`config.mk`:
```
export PLATFORM = sky130hd
export DESIGN_NAME = plc_address_text_parser_flat
export DESIGN_NICKNAME = d
export VERILOG_FILES = /design/src/design/pat_pkg.sv /design/src/design/pat_req_if.sv /design/src/design/pat_rsp_if.sv /design/src/design/plc_address_text_parser.sv /design/src/flat_wrapper.sv
export SDC_FILE = /design/constraint.sdc
export NUM_CORES = 1
export LEC_CHECK = 0
export BUFFER_PORTS_ARGS = -buffer_cell sky130_fd_sc_hd__buf_2
export CORE_MARGIN = 5
export CORE_UTILIZATION = 54
export CTS_CLUSTER_SIZE = 8
export DETAILED_ROUTE_END_ITERATION = 12
export PLACE_DENSITY = 0.84
export SLEW_MARGIN = 20
export SYNTH_ARGS = -nofsm -noshare
export SYNTH_HDL_FRONTEND = slang
export SYNTH_SLANG_ARGS = --single-unit
```
`constraint.sdc`:
```
create_clock -name clock -period 4.1 [get_ports clock]
set_clock_uncertainty 0.2 [all_clocks]
set_input_delay 0.41 -clock clock [delete_from_list [all_inputs] [get_ports clock]]
set_output_delay 0.41 -clock clock [all_outputs]
set_load 0.01 [all_outputs]
```
`src/design/pat_pkg.sv`:
```
// pat_pkg: shared types, character codes and mnemonic tables for the
// plc address text parser. No dependencies; used by the channel interfaces
// and the top level.
package pat_pkg;

   // payload widths of the two channels and the mnemonic count
   localparam int CHAR_W = 8;
   localparam int FIELD_W = 16;
   localparam int SIZE_W = 3;
   localparam int NUM_MNEM = 7;

   // where the next digit goes
   typedef enum logic [1:0] {
      TGT_NONE = 2'd0,
      TGT_FILE = 2'd1,
      TGT_ELEMENT = 2'd2,
      TGT_SUB = 2'd3
   } digit_target_type;

   // characters with a meaning of their own
   localparam logic [CHAR_W-1:0] CHAR_0 = 8'h30;
   localparam logic [CHAR_W-1:0] CHAR_9 = 8'h39;
   localparam logic [CHAR_W-1:0] CHAR_UPPER_A = 8'h41;
   localparam logic [CHAR_W-1:0] CHAR_UPPER_Z = 8'h5A;
   localparam logic [CHAR_W-1:0] CHAR_CASE_OFFSET = 8'h20;
   localparam logic [CHAR_W-1:0] CHAR_COLON = 8'h3A;
   localparam logic [CHAR_W-1:0] CHAR_SLASH = 8'h2F;
   localparam logic [CHAR_W-1:0] CHAR_DOT = 8'h2E;
   localparam logic [CHAR_W-1:0] CHAR_O = 8'h4F;
   localparam logic [CHAR_W-1:0] CHAR_I = 8'h49;
   localparam logic [CHAR_W-1:0] CHAR_S = 8'h53;
   localparam logic [CHAR_W-1:0] CHAR_B = 8'h42;
   localparam logic [CHAR_W-1:0] CHAR_T = 8'h54;
   localparam logic [CHAR_W-1:0] CHAR_C = 8'h43;
   localparam logic [CHAR_W-1:0] CHAR_R = 8'h52;
   localparam logic [CHAR_W-1:0] CHAR_N = 8'h4E;
   localparam logic [CHAR_W-1:0] CHAR_F = 8'h46;

   // file type codes
   localparam logic [7:0] FTYPE_O = 8'h8b;
   localparam logic [7:0] FTYPE_I = 8'h8c;
   localparam logic [7:0] FTYPE_S = 8'h84;
   localparam logic [7:0] FTYPE_B = 8'h85;
   localparam logic [7:0] FTYPE_T = 8'h86;
   localparam logic [7:0] FTYPE_C = 8'h87;
   localparam logic [7:0] FTYPE_R = 8'h88;
   localparam logic [7:0] FTYPE_N = 8'h89;
   localparam logic [7:0] FTYPE_F = 8'h8a;

   localparam logic [SIZE_W-1:0] SIZE_WORD = 3'd2;
   localparam logic [SIZE_W-1:0] SIZE_FLOAT = 3'd4;

   // decoded file letter
   typedef struct packed {
      logic hit;
      logic [7:0] ftype;
      logic [SIZE_W-1:0] size;
      logic fixed_one;
      logic has_number;
   } file_info_type;

   // sub-element mnemonics: acc pre len pos en tt dn, later entries win
   localparam logic [CHAR_W-1:0] MNEM_TEXT [0:NUM_MNEM-1][0:3] = '{
      '{"a", "c", "c", 8'h00},
      '{"p", "r", "e", 8'h00},
      '{"l", "e", "n", 8'h00},
      '{"p", "o", "s", 8'h00},
      '{"e", "n", 8'h00, 8'h00},
      '{"t", "t", 8'h00, 8'h00},
      '{"d", "n", 8'h00, 8'h00}
   };
   localparam logic [1:0] MNEM_LEN [0:NUM_MNEM-1] = '{2'd3, 2'd3, 2'd3, 2'd3, 2'd2, 2'd2, 2'd2};
   localparam logic [3:0] MNEM_CODE [0:NUM_MNEM-1] =
      '{4'd2, 4'd1, 4'd1, 4'd2, 4'd13, 4'd14, 4'd15};

   // file letter decode
   function automatic file_info_type decode_letter(input logic [CHAR_W-1:0] c);
      file_info_type info;
      info = '0;
      info.hit = 1'b1;
      info.size = SIZE_WORD;
      info.has_number = 1'b1;
      case (c)
         CHAR_O: begin
            info.ftype = FTYPE_O;
            info.has_number = 1'b0;
         end
         CHAR_I: begin
            info.ftype = FTYPE_I;
            info.fixed_one = 1'b1;
            info.has_number = 1'b0;
         end
         CHAR_S: info.ftype = FTYPE_S;
         CHAR_B: info.ftype = FTYPE_B;
         CHAR_T: info.ftype = FTYPE_T;
         CHAR_C: info.ftype = FTYPE_C;
         CHAR_R: info.ftype = FTYPE_R;
         CHAR_N: info.ftype = FTYPE_N;
         CHAR_F: begin
            info.ftype = FTYPE_F;
            info.size = SIZE_FLOAT;
         end
         default: info = '0;
      endcase
      return info;
   endfunction

endpackage

```
`src/design/pat_req_if.sv`:
```
// pat_req_if: character channel into the address parser.
// Depends on pat_pkg for the character width.
interface pat_req_if;
   logic valid;
   logic ready;
   logic [pat_pkg::CHAR_W-1:0] char_code;
   logic is_last;

   modport source (output valid, output char_code, output is_last, input ready);
   modport sink (input valid, input char_code, input is_last, output ready);
endinterface

```
`src/design/pat_rsp_if.sv`:
```
// pat_rsp_if: parsed address channel out of the address parser.
// Depends on pat_pkg for the field widths.
interface pat_rsp_if;
   logic valid;
   logic ready;
   logic [7:0] letter_code;
   logic [7:0] type_code;
   logic [pat_pkg::FIELD_W-1:0] file_index;
   logic [pat_pkg::FIELD_W-1:0] element_index;
   logic [pat_pkg::FIELD_W-1:0] sub_index;
   logic [pat_pkg::SIZE_W-1:0] element_size;

   modport source (output valid, output letter_code, output type_code, output file_index,
                   output element_index, output sub_index, output element_size,
                   input ready);
   modport sink (input valid, input letter_code, input type_code, input file_index,
                 input element_index, input sub_index, input element_size,
                 output ready);
endinterface

```
`src/design/plc_address_text_parser.sv`:
```
// plc_address_text_parser: top level, parses a plc address one character per transfer.
// Depends on pat_pkg, pat_req_if and pat_rsp_if.
// Throughput: one character per cycle; the parse state updates in the cycle of the transfer.
// The result appears in the output register in the cycle after the last character.
// A result that the result side has not taken holds off further characters until it goes.
// Reset (synchronous): parse state returns to empty, no result pending.
module plc_address_text_parser #(
   parameter int NUMBER_BITS = 16
) (
   input logic clock,
   input logic reset,
   pat_req_if.sink req,
   pat_rsp_if.source rsp
);

   localparam int ACC_W = NUMBER_BITS + 5;

   // parse state
   logic in_sub_ff, in_sub_in;
   pat_pkg::digit_target_type target_ff, target_in;
   logic [7:0] letter_ff, letter_in;
   logic [7:0] ftype_ff, ftype_in;
   logic [NUMBER_BITS-1:0] file_ff, file_in;
   logic [pat_pkg::SIZE_W-1:0] size_ff, size_in;
   logic [NUMBER_BITS-1:0] element_ff, element_in;
   logic [NUMBER_BITS-1:0] sub_ff, sub_in;
   logic [pat_pkg::NUM_MNEM-1:0] hits_ff, hits_in;
   logic [2:0] rest_ff, rest_in;

   // output register
   logic rsp_valid_ff;
   logic [7:0] rsp_letter_ff;
   logic [7:0] rsp_ftype_ff;
   logic [pat_pkg::FIELD_W-1:0] rsp_file_ff;
   logic [pat_pkg::FIELD_W-1:0] rsp_element_ff;
   logic [pat_pkg::FIELD_W-1:0] rsp_sub_ff;
   logic [pat_pkg::SIZE_W-1:0] rsp_size_ff;

   logic accept;
   logic is_digit;
   logic [pat_pkg::CHAR_W-1:0] lower_char;
   pat_pkg::file_info_type finfo;
   logic [NUMBER_BITS-1:0] sub_final;

   // decimal accumulate with saturation
   function automatic logic [NUMBER_BITS-1:0] add_digit(input logic [NUMBER_BITS-1:0] v,
                                                         input logic [3:0] d);
      logic [ACC_W-1:0] r;
      r = (ACC_W'(v) << 3) + (ACC_W'(v) << 1) + ACC_W'(d);
      return (r[ACC_W-1:NUMBER_BITS] != '0) ? '1 : r[NUMBER_BITS-1:0];
   endfunction

   assign accept = req.valid && req.ready;
   assign req.ready = !rsp_valid_ff || rsp.ready;

   assign is_digit = (req.char_code >= pat_pkg::CHAR_0) && (req.char_code <= pat_pkg::CHAR_9);
   assign lower_char = ((req.char_code >= pat_pkg::CHAR_UPPER_A) &&
                        (req.char_code <= pat_pkg::CHAR_UPPER_Z)) ?
                       req.char_code + pat_pkg::CHAR_CASE_OFFSET : req.char_code;
   assign finfo = pat_pkg::decode_letter(req.char_code);

   // one character step
   always_comb begin
      in_sub_in = in_sub_ff;
      target_in = target_ff;
      letter_in = letter_ff;
      ftype_in = ftype_ff;
      file_in = file_ff;
      size_in = size_ff;
      element_in = element_ff;
      sub_in = sub_ff;
      hits_in = hits_ff;
      rest_in = rest_ff;
      if (in_sub_ff) begin
         if (is_digit && (rest_ff == 3'd0 || target_ff == pat_pkg::TGT_SUB)) begin
            target_in = pat_pkg::TGT_SUB;
            sub_in = add_digit(sub_ff, req.char_code[3:0]);
         end else begin
            target_in = pat_pkg::TGT_NONE;
         end
         for (int i = 0; i < pat_pkg::NUM_MNEM; i++) begin
            if (rest_ff >= 3'(pat_pkg::MNEM_LEN[i]) ||
                lower_char != pat_pkg::MNEM_TEXT[i][rest_ff[1:0]]) begin
               hits_in[i] = 1'b0;
            end
         end
         rest_in = (rest_ff != 3'd7) ? rest_ff + 3'd1 : rest_ff;
      end else if (is_digit && target_ff == pat_pkg::TGT_FILE) begin
         file_in = add_digit(file_ff, req.char_code[3:0]);
      end else if (is_digit && target_ff == pat_pkg::TGT_ELEMENT) begin
         element_in = add_digit(element_ff, req.char_code[3:0]);
      end else begin
         target_in = pat_pkg::TGT_NONE;
         if (finfo.hit) begin
            letter_in = req.char_code;
            ftype_in = finfo.ftype;
            size_in = finfo.size;
            file_in = NUMBER_BITS'(finfo.fixed_one);
            target_in = finfo.has_number ? pat_pkg::TGT_FILE : pat_pkg::TGT_NONE;
         end else if (req.char_code == pat_pkg::CHAR_COLON) begin
            element_in = '0;
            target_in = pat_pkg::TGT_ELEMENT;
         end else if (req.char_code == pat_pkg::CHAR_SLASH ||
                      req.char_code == pat_pkg::CHAR_DOT) begin
            in_sub_in = 1'b1;
            hits_in = '1;
            rest_in = 3'd0;
         end
      end
   end

   // mnemonic resolve on the last character, later table entries win
   always_comb begin
      sub_final = sub_in;
      if (in_sub_in && rest_in != 3'd0) begin
         for (int i = 0; i < pat_pkg::NUM_MNEM; i++) begin
            if (hits_in[i]) begin
               sub_final = NUMBER_BITS'(pat_pkg::MNEM_CODE[i]);
            end
         end
      end
   end

   // parse state registers, cleared after the last character
   always_ff @(posedge clock) begin
      if (reset || (accept && req.is_last)) begin
         in_sub_ff <= 1'b0;
         target_ff <= pat_pkg::TGT_NONE;
         letter_ff <= '0;
         ftype_ff <= '0;
         file_ff <= '0;
         size_ff <= '0;
         element_ff <= '0;
         sub_ff <= '0;
         hits_ff <= '1;
         rest_ff <= 3'd0;
      end else if (accept) begin
         in_sub_ff <= in_sub_in;
         target_ff <= target_in;
         letter_ff <= letter_in;
         ftype_ff <= ftype_in;
         file_ff <= file_in;
         size_ff <= size_in;
         element_ff <= element_in;
         sub_ff <= sub_in;
         hits_ff <= hits_in;
         rest_ff <= rest_in;
      end
   end

   // output register control
   always_ff @(posedge clock) begin
      if (reset) begin
         rsp_valid_ff <= 1'b0;
      end else if (accept && req.is_last) begin
         rsp_valid_ff <= 1'b1;
      end else if (rsp.ready) begin
         rsp_valid_ff <= 1'b0;
      end
   end

   // output register payload
   always_ff @(posedge clock) begin
      if (accept && req.is_last) begin
         rsp_letter_ff <= letter_in;
         rsp_ftype_ff <= ftype_in;
         rsp_file_ff <= pat_pkg::FIELD_W'(file_in);
         rsp_element_ff <= pat_pkg::FIELD_W'(element_in);
         rsp_sub_ff <= pat_pkg::FIELD_W'(sub_final);
         rsp_size_ff <= size_in;
      end
   end

   assign rsp.valid = rsp_valid_ff;
   assign rsp.letter_code = rsp_letter_ff;
   assign rsp.type_code = rsp_ftype_ff;
   assign rsp.file_index = rsp_file_ff;
   assign rsp.element_index = rsp_element_ff;
   assign rsp.sub_index = rsp_sub_ff;
   assign rsp.element_size = rsp_size_ff;

   // last character always produces a pending result
   assert property (@(posedge clock) disable iff (reset)
      accept && req.is_last |=> rsp_valid_ff)
      else $error("last character transfer did not load a result");

   // state is empty after the last character
   assert property (@(posedge clock) disable iff (reset)
      accept && req.is_last |=> !in_sub_ff && target_ff == pat_pkg::TGT_NONE &&
                                rest_ff == 3'd0 && hits_ff == '1)
      else $error("parse state not cleared after last character");

   // sub text length only grows inside the sub-element phase
   assert property (@(posedge clock) disable iff (reset)
      !in_sub_ff |-> rest_ff == 3'd0)
      else $error("sub text length nonzero outside sub phase");

   // sub-element digits only inside the sub-element phase
   assert property (@(posedge clock) disable iff (reset)
      target_ff == pat_pkg::TGT_SUB |-> in_sub_ff)
      else $error("sub-element digit target outside sub phase");

   // a waiting result is not overwritten
   assert property (@(posedge clock) disable iff (reset)
      rsp_valid_ff && !rsp.ready |-> !accept)
      else $error("transfer taken while result stalled");

endmodule
```
`src/flat_wrapper.sv`:
```
// flat-port wrapper written by rule: the top's interface ports become plain ports
module plc_address_text_parser_flat 
#(
   parameter int NUMBER_BITS = 16
)
  (clock, reset, req_valid, req_char_code, req_is_last, req_ready, rsp_valid, rsp_letter_code, rsp_type_code, rsp_file_index, rsp_element_index, rsp_sub_index, rsp_element_size, rsp_ready);
  pat_req_if req_i ();
  pat_rsp_if rsp_i ();
  input logic clock;
  input logic reset;
  input wire logic [$bits(req_i.valid)-1:0] req_valid;
  input wire logic [$bits(req_i.char_code)-1:0] req_char_code;
  input wire logic [$bits(req_i.is_last)-1:0] req_is_last;
  output wire logic [$bits(req_i.ready)-1:0] req_ready;
  output wire logic [$bits(rsp_i.valid)-1:0] rsp_valid;
  output wire logic [$bits(rsp_i.letter_code)-1:0] rsp_letter_code;
  output wire logic [$bits(rsp_i.type_code)-1:0] rsp_type_code;
  output wire logic [$bits(rsp_i.file_index)-1:0] rsp_file_index;
  output wire logic [$bits(rsp_i.element_index)-1:0] rsp_element_index;
  output wire logic [$bits(rsp_i.sub_index)-1:0] rsp_sub_index;
  output wire logic [$bits(rsp_i.element_size)-1:0] rsp_element_size;
  input wire logic [$bits(rsp_i.ready)-1:0] rsp_ready;
  assign req_i.valid = req_valid;
  assign req_i.char_code = req_char_code;
  assign req_i.is_last = req_is_last;
  assign req_ready = req_i.ready;
  assign rsp_valid = rsp_i.valid;
  assign rsp_letter_code = rsp_i.letter_code;
  assign rsp_type_code = rsp_i.type_code;
  assign rsp_file_index = rsp_i.file_index;
  assign rsp_element_index = rsp_i.element_index;
  assign rsp_sub_index = rsp_i.sub_index;
  assign rsp_element_size = rsp_i.element_size;
  assign rsp_i.ready = rsp_ready;
  plc_address_text_parser #(.NUMBER_BITS(NUMBER_BITS)) u_core (.clock(clock), .reset(reset), .req(req_i), .rsp(rsp_i));
endmodule
```
==> impl_summary.md <==
Yosys
Summing the areas of all xor and xnor instances in the mapped netlist gives about 5% of the synthesized area. The distinct cell type count after synthesis is 93. Counting every net in the synthesized netlist gives 1,288. The mux cell area share after synthesis is 1.915%. Of the total synthesized cell area, the portion taken by AND, OR, NAND and NOR gates is 21.06%. The synthesized netlist devotes roughly a quarter of its cell area to compound gates.

The number of synthesized flops with an enable pin is 67. The post-synthesis sequential element count is 148. The most used flip-flop cell after synthesis is sky130_fd_sc_hd__dfxtp_1. After synthesis the cells add up to 10,390 um^2. For this run, the number of Yosys warnings is 0. The gate count of the mapped netlist is 1,212. Counting flops with an async set or reset pin after synthesis yields a share of 0%. Of the total synthesized cell area, the portion taken by full adders, half adders and majority gates is roughly 8%.

The average instance in the mapped netlist occupies 8.569 um^2. By area, the combinational part of the netlist is dominated by compound AO/OA/AOI/OAI gates. The share of the Yosys chip area taken by registers is 34.98%.

Pwr
Of the total power, the share spent switching nets is 24.45%. The sequential fraction of design power is around 45%. Summed over all nets, the switching power comes to around 850 uW. VDD sags by at most 0.0002871 V. The internal portion of the total power is roughly 2600 uW.

The power density of the placed cells is 291.2 nW/um^2. The clock network accounts for 47.8% of the total power. After layout, the design draws a total of 3479 uW. Summed over all cells, the static leakage comes to between 0.004 and 0.005 uW. The combinational cell fraction of total power is roughly 6.7%.

Layout
Cells with a size suffix above 1 make up 17.42% of the layout. The growth of design area from synthesis to finish is 15.02%. For this run, the share of the core covered by cells in the final layout is 63.44%.

The final design area excluding fillers is ~12,000 um^2. The antenna diode instance count is 0. The filler cells instantiated in the layout total 1,571. After the flow finishes, the layout carries non-filler instances totaling roughly 1,600. The net count of the finished layout is 1,372.

Die
The core outline area is roughly 19,000 um^2. In this run the horizontal extent of the chip is about 150 um. The floorplan has 50 rows. The area of the die is approximately 22,000 um^2. For this design the top-level I/O count stands at 82.

The floorplan die height is between 100 and 150 um. Once the floorplan was initialized, standard cells occupied about 55% of the core.

Setup path
The depth of the worst register-to-register path is 10. The data required time of the worst path is between 4 and 5 ns. Along the worst path, the maximum fanout reaches 8. In this run the worst setup path begins at u_core.file_ff[6]$_SDFFE_PP0P_. In this run the critical register-to-register path is launched from u_core.file_ff[6]$_SDFFE_PP0P_. The worst reg2reg path endpoint is u_core.rsp.file_index[5]$_DFFE_PP_.

The setup check on the worst reg-to-reg path leaves a slack of 0.11 ns. The endpoint kind of the worst setup timing path is a flip-flop. The worst setup path is launched from a flip-flop. The worst setup path category is flip-flop to flip-flop. The critical path ends at u_core.rsp.file_index[5]$_DFFE_PP_. At the worst endpoint, the arrival time is 3.97 ns.

Timing
The worst pin sits at a relative slew slack of 34.51%. Static timing analysis puts the maximum clock frequency at between 0.2 and 0.3 GHz. For the pin with the worst max-slew slack, the measured transition is 0.9750 ns. Dividing the final minimum period by the clock period gives 97.43%. The number of setup violations in the final report is 0. The count of pins over their slew limit is 0. After routing, the total negative slack on setup checks comes to 0 ns. The smallest clock period supported by the final layout is computed as 3.995 ns. The final hold violation count came to 0.

Clocking
The number of sinks on the clock net is 148. Hold repair after CTS inserted 0 buffers. The TritonCTS clock tree is yes. CTS built an H-tree with a depth of 4. The number of CTS-inserted buffers is 17. Counting along the longest clock path gives a buffer depth of 2. The latest clock arrival within the worst-skew pair is approximately 0.44 ns.

The clock tree root driver cell is sky130_fd_sc_hd__clkbuf_16. The post-CTS clock slew at the launch and capture registers of the worst setup and hold paths is 0.07 ns.

GRT
Entering global routing, the biggest net connects about 70 pins. The first global-routing pass estimated 46,580 um of wire. For this run the aggregate overflow at the end of global routing stands at 0. The aggregate global-route resource usage is 25.71%. The via count of the first global-routing pass is 9,276. The number of antenna violations at the first check in global routing is 0.

Drt
The via count normalized by instance count is 6.275. In the final routed layout, each cell accounts on average for 18.58 um. Once detail routing completed, the nets flagged for antenna violations numbered 0. In this run, the number of DRC markers left after iteration 0 of detailed routing was 876. The final route contains ~9,800 vias. The first-pass iteration count of the detailed router is 5.

The DRC violation count after routing is 0. Wires add up to 29,150 um.

Placement
The placed instances occupy a cell area of 11,200 um^2. The number of buffers inserted by port buffering is 81. At the end of routability-driven placement, the weighted congestion stood at 0.9855. The detailed placement HPWL is roughly 20,000 um. The cell total after placement is 1,533.

Status
The run finished with clean final reports.

Job
The tool flagged a number of max-cap violations equal to 0.

Hold path
The path class of the tightest hold or removal check is primary input to flip-flop.
layer usage:
metal / vias up / wire length, um / global-route usage [%] / share of wire, %
met5: - / 0 / 0 / 0
li1: 4695 / - / - / -
met1: 4646 / 12050 / 32.67 / 41
met2: 440 / 14250 / 44.31 / 49
met4: 0 / 618 / 7.945 / 2.1
met3: 65 / 2228 / 4.936 / 7.6
how the worst min path moves through the flow:
stage | start | endpoint | depth (start not counted)
2_1_floorplan | u_core.ftype_ff[7]$_SDFFE_PP0P_ | u_core.ftype_ff[7]$_SDFFE_PP0P_ | 1
3_3_place_gp | u_core.letter_ff[2]$_SDFFE_PP0P_ | u_core.letter_ff[2]$_SDFFE_PP0P_ | 2
3_5_place_dp | u_core.letter_ff[0]$_SDFFE_PP0P_ | u_core.letter_ff[0]$_SDFFE_PP0P_ | 2
4_1_cts | reset | u_core.rsp.valid$_SDFFE_PP0P_ | 2
5_1_grt | reset | u_core.rsp.valid$_SDFFE_PP0P_ | 2
6_report | reset | u_core.rsp.valid$_SDFFE_PP0P_ | 2
stage by stage:
stage | hold slack (ns) | setup WS (ns)
6_report | 0.03397 | 0.1054
4_1_cts | 0.01389 | 0.08127
2_1_floorplan | 0.2332 | 0.1323
5_1_grt | 0.02823 | -0.03951
3_5_place_dp | 0.2482 | 0.04330
3_3_place_gp | 0.2400 | 0.1995
final cells by class:
class | count | area [um^2] | area share, %
inverter | 40 | 150.1 | 1.257
tap | 260 | 325.3 | 2.723
clock buffer | 19 | 442.9 | 3.708
clock inverter | 13 | 173.9 | 1.456
timing repair buffer | 123 | 733.2 | 6.137
sequential | 148 | 3635 | 30.43
multi-input combinational | 966 | 6486 | 54.29
registers in the layout, summed over array words and instances, names as in the netlist:
register                  flops
u_core.rsp.letter_code        8
u_core.ftype_ff               8
u_core.file_ff               16
u_core.rsp.valid              1
u_core.rsp.sub_index         16
u_core.in_sub_ff              1
u_core.sub_ff                16
u_core.rsp.element_size       3
u_core.rsp.file_index        16
u_core.target_ff              2
u_core.letter_ff              8
u_core.rsp.element_index     16
u_core.rsp.type_code          8
u_core.hits_ff                7
u_core.size_ff                3
u_core.rest_ff                3
u_core.element_ff            16
cells in the mapped netlist, types with 15 or more instances:
cell                         n  area, um^2
sky130_fd_sc_hd__nand3_1    25       125.1
sky130_fd_sc_hd__nor2b_1    19       118.9
sky130_fd_sc_hd__o211ai_1   18       135.1
sky130_fd_sc_hd__clkbuf_1   44       165.2
sky130_fd_sc_hd__xor2_1     22       192.7
sky130_fd_sc_hd__ha_1       57       713.2
sky130_fd_sc_hd__o21ai_0    82       410.4
sky130_fd_sc_hd__edfxtp_1   67        2012
sky130_fd_sc_hd__a21oi_1    81       405.4
sky130_fd_sc_hd__xnor2_1    37       324.1
sky130_fd_sc_hd__o22ai_1    17       106.4
sky130_fd_sc_hd__nor3_1     34       170.2
sky130_fd_sc_hd__a21o_1     23       172.7
sky130_fd_sc_hd__o21ai_1    16       80.08
sky130_fd_sc_hd__nand2_1   137       514.2
sky130_fd_sc_hd__dfxtp_1    81        1622
sky130_fd_sc_hd__a211oi_1   25       187.7
sky130_fd_sc_hd__and3_1     18       112.6
sky130_fd_sc_hd__nor2_1    112       420.4
sky130_fd_sc_hd__inv_1      39       146.4
sky130_fd_sc_hd__mux2_2     15       168.9
power by group through the flow:
stage | clock (uW) | sequential [uW] | combinational, uW
after global placement | 0 | 1610 | 226
after global routing | 1740 | 1580 | 255
after CTS | 1680 | 1580 | 232
final | 1660 | 1580 | 234
after floorplan | 0 | 1620 | 127
after detailed placement | 0 | 1610 | 230
cell usage in the layout, fill, tap and decap left out, types with 6 or more instances in the layout:
cell type,n
sky130_fd_sc_hd__nor2_1,111
sky130_fd_sc_hd__xnor2_1,37
sky130_fd_sc_hd__xor2_1,22
sky130_fd_sc_hd__o21ai_1,18
sky130_fd_sc_hd__edfxtp_1,67
sky130_fd_sc_hd__and2_1,10
sky130_fd_sc_hd__buf_4,41
sky130_fd_sc_hd__o221a_2,9
sky130_fd_sc_hd__o21ai_0,80
sky130_fd_sc_hd__o31ai_1,10
sky130_fd_sc_hd__nor4_1,9
sky130_fd_sc_hd__dfxtp_1,80
sky130_fd_sc_hd__a21oi_1,81
sky130_fd_sc_hd__nor3_1,33
sky130_fd_sc_hd__inv_1,38
sky130_fd_sc_hd__buf_2,81
sky130_fd_sc_hd__o21a_1,12
sky130_fd_sc_hd__nand2_1,137
sky130_fd_sc_hd__a211oi_1,22
sky130_fd_sc_hd__nor2b_1,19
sky130_fd_sc_hd__a211oi_4,6
sky130_fd_sc_hd__clkbuf_16,17
sky130_fd_sc_hd__a21o_1,23
sky130_fd_sc_hd__o211ai_1,18
sky130_fd_sc_hd__a211oi_2,7
sky130_fd_sc_hd__nand4_1,10
sky130_fd_sc_hd__or2_2,9
sky130_fd_sc_hd__ha_1,56
sky130_fd_sc_hd__mux2_2,14
sky130_fd_sc_hd__a31oi_1,12
sky130_fd_sc_hd__nor4b_1,6
sky130_fd_sc_hd__and3_1,18
sky130_fd_sc_hd__o22ai_1,17
sky130_fd_sc_hd__nand2b_1,11
sky130_fd_sc_hd__nand3_1,25
repair_timing:
| item | 4_1_cts | 5_1_grt |
|---|---|---|
| gates resized for setup | 1 | 17 |
| setup endpoints to repair | 1 | 24 |
| endpoints found under the hold margin | 0 | 0 |
| cloned | 0 | 1 |
| pin swaps | 0 | 8 |
| setup buffers | 0 | 3 |
cells by family after synthesis:
kind of cell	after synthesis
and+or+nand+nor	439
AOI/OAI and AO/OA	386
DFF	148
buffers and inverters	99
adders and majority gates	63
xor gates and xnor gates	59
muxes	18
critical path: stages, from the launching register on:
cell	delay (ns)
sky130_fd_sc_hd__dfxtp_1	0.34
sky130_fd_sc_hd__ha_1	0.39
sky130_fd_sc_hd__a2111oi_0	0.39
sky130_fd_sc_hd__o21ai_0	0.26
sky130_fd_sc_hd__a32oi_1	0.34
sky130_fd_sc_hd__nand2_1	0.11
sky130_fd_sc_hd__xor2_1	0.31
sky130_fd_sc_hd__nand4_2	0.22
sky130_fd_sc_hd__or4_4	0.73
sky130_fd_sc_hd__a221oi_4	0.33
sky130_fd_sc_hd__o22ai_1	0.12
No activity file was read; power rests on OpenSTA's default activity.
